[src/pfcls_pkg.sv]
// ----------------------------------------------------------------------------
// PFC line supervisor package
// Shared types and constants: beat payloads, configuration set, mode codes.
// ----------------------------------------------------------------------------
package pfcls_pkg;

    // Width of the configuration write data and of the register index.
    localparam int CFG_DATA_W = 16;
    localparam int CFG_IDX_W  = 3;

    // Register indexes of the configuration port.
    localparam logic [CFG_IDX_W-1:0] REG_UNDER_TRIP    = 3'd0;
    localparam logic [CFG_IDX_W-1:0] REG_OVER_TRIP     = 3'd1;
    localparam logic [CFG_IDX_W-1:0] REG_UNDER_RECOVER = 3'd2;
    localparam logic [CFG_IDX_W-1:0] REG_OVER_RECOVER  = 3'd3;
    localparam logic [CFG_IDX_W-1:0] REG_WINDOW_LOW    = 3'd4;
    localparam logic [CFG_IDX_W-1:0] REG_WINDOW_HIGH   = 3'd5;
    localparam logic [CFG_IDX_W-1:0] REG_OUTPUT_MIN    = 3'd6;
    localparam logic [CFG_IDX_W-1:0] REG_DEBOUNCE      = 3'd7;

    // Reset values of the configuration registers.
    localparam logic [15:0] RST_LEVEL_LOW  = 16'h0000;
    localparam logic [15:0] RST_LEVEL_HIGH = 16'hFFFF;
    localparam logic [7:0]  RST_DEBOUNCE   = 8'd40;

    // Saturation value of the bad tick counter.
    localparam logic [7:0] BAD_COUNT_MAX = 8'hFF;

    typedef enum logic [1:0] {
        MODE_IDLE   = 2'd0,
        MODE_NORMAL = 2'd1,
        MODE_FAULT  = 2'd2
    } mode_t;

    typedef struct packed {
        logic [15:0] under_trip_level;
        logic [15:0] over_trip_level;
        logic [15:0] under_recover_level;
        logic [15:0] over_recover_level;
        logic [15:0] start_window_low;
        logic [15:0] start_window_high;
        logic [15:0] output_min_level;
        logic [7:0]  debounce_limit;
    } cfg_t;

    typedef struct packed {
        logic [15:0] rms_input_voltage;
        logic [15:0] output_voltage;
        logic        any_fault_active;
        logic        fault_trip;
    } in_item_t;

    typedef struct packed {
        logic [1:0] mode;
        logic       under_tripped;
        logic       over_tripped;
        logic       pwm_off;
        logic       relay_clear;
        logic       run_values_reset;
        logic       fault_values_reset;
        logic       reference_capture;
        logic       normal_switching_request;
    } out_item_t;

endpackage

[src/pfcls_cfg_regs.sv]
// ----------------------------------------------------------------------------
// PFC line supervisor configuration registers
// Holds the thresholds and debounce limit written through the write port.
// ----------------------------------------------------------------------------
module pfcls_cfg_regs
    import pfcls_pkg::*;
(
    input  logic                  clk,
    input  logic                  rst_n,
    input  logic                  cfg_we,
    input  logic [CFG_IDX_W-1:0]  cfg_index,
    input  logic [CFG_DATA_W-1:0] cfg_data,
    output cfg_t                  cfg
);

    cfg_t cfg_reg;
    cfg_t cfg_next;

    always_comb
    begin
        cfg_next = cfg_reg;
        if (cfg_we)
        begin
            unique case (cfg_index)
                REG_UNDER_TRIP:    cfg_next.under_trip_level    = cfg_data;
                REG_OVER_TRIP:     cfg_next.over_trip_level     = cfg_data;
                REG_UNDER_RECOVER: cfg_next.under_recover_level = cfg_data;
                REG_OVER_RECOVER:  cfg_next.over_recover_level  = cfg_data;
                REG_WINDOW_LOW:    cfg_next.start_window_low    = cfg_data;
                REG_WINDOW_HIGH:   cfg_next.start_window_high   = cfg_data;
                REG_OUTPUT_MIN:    cfg_next.output_min_level    = cfg_data;
                REG_DEBOUNCE:      cfg_next.debounce_limit      = cfg_data[7:0];
                default:           cfg_next = cfg_reg;
            endcase
        end
    end

    always_ff @(posedge clk or negedge rst_n)
    begin
        if (!rst_n)
        begin
            cfg_reg.under_trip_level    <= RST_LEVEL_LOW;
            cfg_reg.over_trip_level     <= RST_LEVEL_HIGH;
            cfg_reg.under_recover_level <= RST_LEVEL_LOW;
            cfg_reg.over_recover_level  <= RST_LEVEL_HIGH;
            cfg_reg.start_window_low    <= RST_LEVEL_LOW;
            cfg_reg.start_window_high   <= RST_LEVEL_HIGH;
            cfg_reg.output_min_level    <= RST_LEVEL_LOW;
            cfg_reg.debounce_limit      <= RST_DEBOUNCE;
        end
        else
        begin
            cfg_reg <= cfg_next;
        end
    end

    assign cfg = cfg_reg;

endmodule

[src/pfcls_fsm.sv]
// ----------------------------------------------------------------------------
// PFC line supervisor state machine
// Mode, trip flags and debounce counter, advanced once per control tick.
// ----------------------------------------------------------------------------
module pfcls_fsm
    import pfcls_pkg::*;
(
    input  logic      clk,
    input  logic      rst_n,
    input  logic      step_en,
    input  in_item_t  item,
    input  cfg_t      cfg,
    output out_item_t res
);

    mode_t       mode_reg;
    mode_t       mode_next;
    logic        under_reg;
    logic        under_next;
    logic        over_reg;
    logic        over_next;
    logic [7:0]  cnt_reg;
    logic [7:0]  cnt_next;

    logic        vout_ok;
    logic        rms_low;
    logic        rms_high;
    logic        vout_low;
    logic [7:0]  cnt_inc;
    mode_t       mode_eff;

    always_ff @(posedge clk or negedge rst_n)
    begin
        if (!rst_n)
        begin
            mode_reg  <= MODE_IDLE;
            under_reg <= 1'b0;
            over_reg  <= 1'b0;
            cnt_reg   <= '0;
        end
        else if (step_en)
        begin
            mode_reg  <= mode_next;
            under_reg <= under_next;
            over_reg  <= over_next;
            cnt_reg   <= cnt_next;
        end
    end

    assign vout_ok  = item.output_voltage > cfg.output_min_level;
    assign vout_low = item.output_voltage < cfg.output_min_level;
    assign rms_low  = item.rms_input_voltage < cfg.under_trip_level;
    assign rms_high = item.rms_input_voltage > cfg.over_trip_level;
    assign cnt_inc  = (cnt_reg != BAD_COUNT_MAX) ? cnt_reg + 8'd1 : cnt_reg;

    always_comb
    begin
        // A forced fault takes effect before this tick's step.
        mode_eff   = item.fault_trip ? MODE_FAULT : mode_reg;
        mode_next  = mode_eff;
        under_next = under_reg;
        over_next  = over_reg;
        cnt_next   = cnt_reg;
        res        = '0;

        unique case (mode_eff)
            MODE_IDLE:
            begin
                res.relay_clear = 1'b1;
                if (under_reg)
                begin
                    if (item.rms_input_voltage > cfg.under_recover_level &&
                        item.rms_input_voltage < cfg.start_window_high && vout_ok)
                    begin
                        mode_next                    = MODE_NORMAL;
                        res.normal_switching_request = 1'b1;
                        under_next                   = 1'b0;
                    end
                end
                else if (over_reg)
                begin
                    if (item.rms_input_voltage > cfg.start_window_low &&
                        item.rms_input_voltage < cfg.over_recover_level && vout_ok)
                    begin
                        mode_next                    = MODE_NORMAL;
                        res.normal_switching_request = 1'b1;
                        over_next                    = 1'b0;
                    end
                end
                else if (item.rms_input_voltage > cfg.start_window_low &&
                         item.rms_input_voltage < cfg.start_window_high && vout_ok)
                begin
                    mode_next             = MODE_NORMAL;
                    res.reference_capture = 1'b1;
                end
            end
            MODE_NORMAL:
            begin
                if (rms_low || rms_high || vout_low)
                begin
                    cnt_next = cnt_inc;
                    if (cnt_inc > cfg.debounce_limit)
                    begin
                        // Overvoltage wins; an output-only trip sets no flag.
                        if (rms_high)
                        begin
                            over_next = 1'b1;
                        end
                        else if (rms_low)
                        begin
                            under_next = 1'b1;
                        end
                        mode_next            = MODE_IDLE;
                        res.pwm_off          = 1'b1;
                        res.run_values_reset = 1'b1;
                        res.relay_clear      = 1'b1;
                        cnt_next             = '0;
                    end
                end
                else
                begin
                    cnt_next = '0;
                end
            end
            MODE_FAULT:
            begin
                res.relay_clear = 1'b1;
                res.pwm_off     = 1'b1;
                if (!item.any_fault_active)
                begin
                    mode_next              = MODE_IDLE;
                    res.fault_values_reset = 1'b1;
                end
            end
            default:
            begin
                mode_next = mode_eff;
            end
        endcase

        res.mode          = mode_next;
        res.under_tripped = under_next;
        res.over_tripped  = over_next;
    end

    a_trip_clears_count: assert property (@(posedge clk) disable iff (!rst_n)
        (step_en && res.run_values_reset) |=> (cnt_reg == '0 && mode_reg == MODE_IDLE))
        else $error("debounce counter not cleared on trip");

    a_fault_exit_idle: assert property (@(posedge clk) disable iff (!rst_n)
        (step_en && res.fault_values_reset) |-> (res.mode == MODE_IDLE && res.pwm_off))
        else $error("fault exit without idle mode");

    a_hold_without_step: assert property (@(posedge clk) disable iff (!rst_n)
        !step_en |=> ($stable(mode_reg) && $stable(cnt_reg) && $stable(under_reg)
                      && $stable(over_reg)))
        else $error("supervisor state moved without a tick");

    a_start_runs: assert property (@(posedge clk) disable iff (!rst_n)
        (step_en && (res.reference_capture || res.normal_switching_request))
        |-> (res.mode == MODE_NORMAL && !res.pwm_off))
        else $error("start pulse without entry to normal");

endmodule

[src/pfc_line_supervisor_fsm.sv]
// ----------------------------------------------------------------------------
// PFC line supervisor
// Per-tick supervisor of a power-factor-correction stage: start window,
// hysteresis on restart, debounced trips and fault hold-off.
// ----------------------------------------------------------------------------
// An accepted input beat passes through the input register, then the result
// register, before its result beat is offered.
// Throughput: one beat per cycle while out_ready is high; a tick is a single
// pass of compares and an 8-bit counter update between the two registers.
// Reset: asynchronous, active low; mode idle, trip flags and counter cleared,
// configuration registers take their documented defaults, no beat in flight.
// ----------------------------------------------------------------------------
module pfc_line_supervisor_fsm
    import pfcls_pkg::*;
(
    input  logic                  clk,
    input  logic                  rst_n,

    input  logic                  in_valid,
    output logic                  in_ready,
    input  in_item_t              in_data,

    output logic                  out_valid,
    input  logic                  out_ready,
    output out_item_t             out_data,

    input  logic                  cfg_we,
    input  logic [CFG_IDX_W-1:0]  cfg_index,
    input  logic [CFG_DATA_W-1:0] cfg_data
);

    cfg_t      cfg;
    out_item_t step_res;

    // Input register: holds one accepted beat until the result register has
    // room for its result.
    logic      in_vld_reg;
    logic      in_vld_next;
    in_item_t  in_data_reg;

    // Result register: parts the supervisor from the downstream stall, so a
    // new input beat can be taken while a finished result is still waiting.
    logic      out_vld_reg;
    logic      out_vld_next;
    out_item_t out_data_reg;

    // A tick is evaluated when a beat is waiting and its result can be stored.
    logic      advance;

    assign advance  = in_vld_reg && (!out_vld_reg || out_ready);
    assign in_ready = !in_vld_reg || advance;

    always_comb
    begin
        in_vld_next = in_vld_reg;
        if (in_valid && in_ready)
        begin
            in_vld_next = 1'b1;
        end
        else if (advance)
        begin
            in_vld_next = 1'b0;
        end

        out_vld_next = out_vld_reg;
        if (advance)
        begin
            out_vld_next = 1'b1;
        end
        else if (out_ready)
        begin
            out_vld_next = 1'b0;
        end
    end

    always_ff @(posedge clk or negedge rst_n)
    begin
        if (!rst_n)
        begin
            in_vld_reg  <= 1'b0;
            out_vld_reg <= 1'b0;
        end
        else
        begin
            in_vld_reg  <= in_vld_next;
            out_vld_reg <= out_vld_next;
        end
    end

    // Payload registers carry no reset; their valid bits guard them.
    always_ff @(posedge clk)
    begin
        if (in_valid && in_ready)
        begin
            in_data_reg <= in_data;
        end
        if (advance)
        begin
            out_data_reg <= step_res;
        end
    end

    pfcls_cfg_regs u_cfg_regs (
        .clk       (clk),
        .rst_n     (rst_n),
        .cfg_we    (cfg_we),
        .cfg_index (cfg_index),
        .cfg_data  (cfg_data),
        .cfg       (cfg)
    );

    // The state machine steps exactly once for every beat that moves into
    // the result register, so results keep the order of the input beats.
    pfcls_fsm u_fsm (
        .clk     (clk),
        .rst_n   (rst_n),
        .step_en (advance),
        .item    (in_data_reg),
        .cfg     (cfg),
        .res     (step_res)
    );

    assign out_valid = out_vld_reg;
    assign out_data  = out_data_reg;

    a_no_lost_beat: assert property (@(posedge clk) disable iff (!rst_n)
        (in_vld_reg && !advance) |=> in_vld_reg)
        else $error("held input beat dropped");

    a_no_lost_result: assert property (@(posedge clk) disable iff (!rst_n)
        (out_vld_reg && !out_ready && !advance) |=> (out_vld_reg && $stable(out_data_reg)))
        else $error("waiting result beat lost or altered");

    a_ready_when_free: assert property (@(posedge clk) disable iff (!rst_n)
        !in_vld_reg |-> in_ready)
        else $error("input stalled with an empty input register");

endmodule
[config.mk]
export PLATFORM = sky130hd
export DESIGN_NAME = pfc_line_supervisor_fsm
export DESIGN_NICKNAME = d
export VERILOG_FILES = /design/src/pfcls_pkg.sv /design/src/pfcls_cfg_regs.sv /design/src/pfcls_fsm.sv /design/src/pfc_line_supervisor_fsm.sv
export SDC_FILE = /design/constraint.sdc
export NUM_CORES = 1
export LEC_CHECK = 0
export BUFFER_PORTS_ARGS = -buffer_cell sky130_fd_sc_hd__buf_2
export CORE_ASPECT_RATIO = 0.5
export CORE_MARGIN = 5
export CORE_UTILIZATION = 65
export CTS_CLUSTER_SIZE = 40
export DETAILED_ROUTE_END_ITERATION = 16
export HOLD_SLACK_MARGIN = 0.15
export PLACE_DENSITY = 0.85
export SKIP_CTS_REPAIR_TIMING = 1
export SLEW_MARGIN = 40
export SYNTH_ARGS = -nofsm -noshare
export SYNTH_HDL_FRONTEND = slang
export SYNTH_HIERARCHICAL = 1
export SYNTH_SLANG_ARGS = --single-unit
[constraint.sdc]
create_clock -name clk -period 5.8 [get_ports clk]
set_clock_uncertainty 0.05 [all_clocks]
set_input_delay 0.29 -clock clk [delete_from_list [all_inputs] [get_ports clk]]
set_output_delay 0.29 -clock clk [all_outputs]
set_load 0.005 [all_outputs]
==> results.md <==
- Maximum level of the CTS H-tree: 4
- Worst stage delay on the critical path: 0.54 ns
- Wire length after detailed routing: 24.5 mm
- Synthesized area per cell: 12.1 um^2
- Maximum Capacitance Violations: 0
- Post-synthesis register bit count: 178
- Via total after detailed routing: between 7000 and 8000
- Detailed-route DRC error count: 0
- CTS clock-pin slew for the worst setup and hold paths: 0.07 ns
- CTS tree: built
- Antenna-violating nets left: 0
- Sinks on Clock Net: 178
- CP Max Fanout: 7
- Dominant register cell in the synthesized netlist: sky130_fd_sc_hd__dfrtp_1
- Post-Syn Instances: 827
- Worst Path Buf+Inv: 0
- Number of failing setup endpoints in the final timing report: 0
- Total negative slack for setup checks: 0 ns
- Die area: ~18000 um^2
- Via density per instance: just over 6
- CP Class: register to register
- Cell Pwr Density: around 340 nW/um^2
- Async SR Flop Fraction: 0.753
- Clock latency reported for the late side of the worst-skew pair: 0.43 ns
- Pin count of the biggest net entering global routing: 75
- Wire length per cell: 21.2 um
- Met3 Use GR: 0.0651
- Most frequent standard cell in the layout excluding fill and tap cells: sky130_fd_sc_hd__inv_1
- Number of DRC markers in iteration 0: 656
- Number of enable flip-flop cells after synthesis: 44
- Worst-case clock buffer depth: 2
- Total number of placement rows: 32
- Area of the mapped netlist: 9970 um^2
- HPWL after DPL: 16.7 mm
- Height of the chip: about 98 um
- Count of distinct cell types in the synthesized netlist: 64
- Max-Slew Margin vs Limit: 0.466
- Final period utilization: 0.639
- Remaining Overflow, GRT: 0
- Port Buf Inserts: 69
- Cell with the biggest individual delay on the critical path: sky130_fd_sc_hd__a21oi_1
- Routability cong.: 0.909
- Starting density of the core: 0.655
- Most frequent cells in the layout: sky130_fd_sc_hd__inv_1, sky130_fd_sc_hd__ha_1, sky130_fd_sc_hd__mux2_2
- Fraction of final layout cells sized beyond drive strength 1: 0.308
- Met1 layer usage reported by global route: 0.375
- Number of antenna violations at the first check in global routing: 0
- Post-synth net total: 1007
- Area growth from synthesis to layout: 15.2%
- Most utilized layer in the global route result: met2
- Drt first pass iters: 6
- Syn. warnings: 6
- Flip-flop count of the largest register after layout: between 100 and 150
- Wire length of the first global-routing pass: 37.9 mm
- Static Leakage: 5.36 nW
- Total routing usage reported by global routing: 0.271
- Arr. time, crit path: ~3.8 ns
- Worst Tran Pin Value: between 0.7 and 0.8 ns
- Minimum period implied by the final worst setup slack: between 3 and 4 ns
- Worst-case hold slack: 0.158 ns
- Cells along the critical path: ha_1 > nand2_1 > nor2_1 > nand3_1 > mux2_2 > ha_1 > nor2b_1 > o21a_1 > o21a_1 > o21bai_1 > a21oi_1 > a31oi_1 > or2_2
- IR Drop Worst-Case VDD: ~0.21 mV
- Number of top-level design ports: 70
- Root cell of the clock tree: sky130_fd_sc_hd__clkbuf_16
- Number of failing hold endpoints at the final stage: 0
- RSZ-0062 raised after global routing: no
- Final net count: 1121
- Top delay family on crit path: simple AND/OR/NAND/NOR gates
- Clock buffer count from CTS: 17
- Via count of the first global-routing pass: just over 7000
- Ant. Diodes: 0
- Routing usage on met2: 0.427
- Startpoint Class: register
- CP endpoint kind: register
- Count of final max-slew check failures: 0
- Fmax: 0.270 GHz
- Standard cell core area: 15200 um^2
- Status: finished clean
- Die W: 185 um
- Worst hold path class: input pin to register
- Sequential cell area fraction in the yosys report: 0.475
- CP Data Required Time: 5.93 ns
==> logic make-up (layout without fill, tap and decap cells) <==
kind of cell / count (synthesis) / after routing / synth area share
AO/OA/AOI/OAI: 132 / 132 / 0.0878
adder cells (fa/ha/maj): 122 / 122 / 0.153
buffers and inverters: 141 / 268 / 0.0600
AND/OR/NAND/NOR: 129 / 129 / 0.0801
XOR/XNOR: 4 / 4 / 0.00351
multiplexers: 121 / 121 / 0.140
flip-flops: 178 / 178 / 0.475
==> synthesized netlist by cell type, drive strengths merged, types with 5 or more instances <==
cell type	instances	area [um^2]
a21o	13	97.6
a21oi	52	260
a32o	6	60.1
buf	16	129
dfrtp	84	2100
dfstp	50	1310
edfxtp	44	1320
ha	122	1530
inv	124	465
mux2	121	1400
nand2	22	90.1
nand2b	6	37.5
nand3	19	95.1
nand4	20	125
nor2	17	63.8
nor2b	11	68.8
nor4	5	37.5
o211ai	5	37.5
o21a	7	52.6
o21ai	14	70.1
or4	5	37.5
==> per-stage QoR <==
step	instances	total power, W	utilization	area, um^2	setup WS [ns]
2_1_floorplan	827	0.00239	-	9970	2.66
4_1_cts	1120	0.00387	0.730	11100	2.18
6_report	1158	0.00391	0.755	11500	2.09
5_1_grt	1158	0.00411	0.755	11500	1.84
3_3_place_gp	1087	0.00263	0.691	10500	2.39
3_5_place_dp	1088	0.00270	0.692	10500	2.19
==> area by class of cell <==
cell class | instances | area, um^2
flip-flops and latches | 178 | 4740
multi-input cells | 508 | 4680
fillers | 933 | 3720
repair buffers | 112 | 773
inverters | 124 | 465
clock buffers | 18 | 429
well taps | 204 | 255
clock inverters | 14 | 148
==> final timing paths <==
path | endpoint | cells past startpoint | slack [ns] | startpoint
setup / recovery | out_data[8] | 13 | 2.09 | u_fsm/cnt_reg[0]
hold / removal | u_cfg_regs/cfg[117] | 2 | 0.16 | cfg_data[13]
setup reg to reg | out_data[8] | 13 | 2.09 | u_fsm/cnt_reg[0]
hold reg to reg | u_cfg_regs/cfg[80] | 1 | 0.46 | u_cfg_regs/cfg[80]
max in group asynchronous | u_cfg_regs/cfg[105] | 3 | 4.28 | rst_n
min in group asynchronous | u_cfg_regs/cfg[17] | 2 | 0.35 | rst_n
==> layer usage <==
metal | share of wire | routed length [um]
met1 | 0.43 | 10600
met2 | 0.47 | 11500
met3 | 0.083 | 2030
met4 | 0.018 | 434
met5 | 0 | 0
==> where the power goes <==
group          leakage [nW]  internal, W  switching, W
clock                 0.273     0.000608      0.000545
sequential             1.97      0.00157      0.000132
combinational          3.11     0.000484      0.000567
Note: power is estimated with default switching activity, not from simulation.
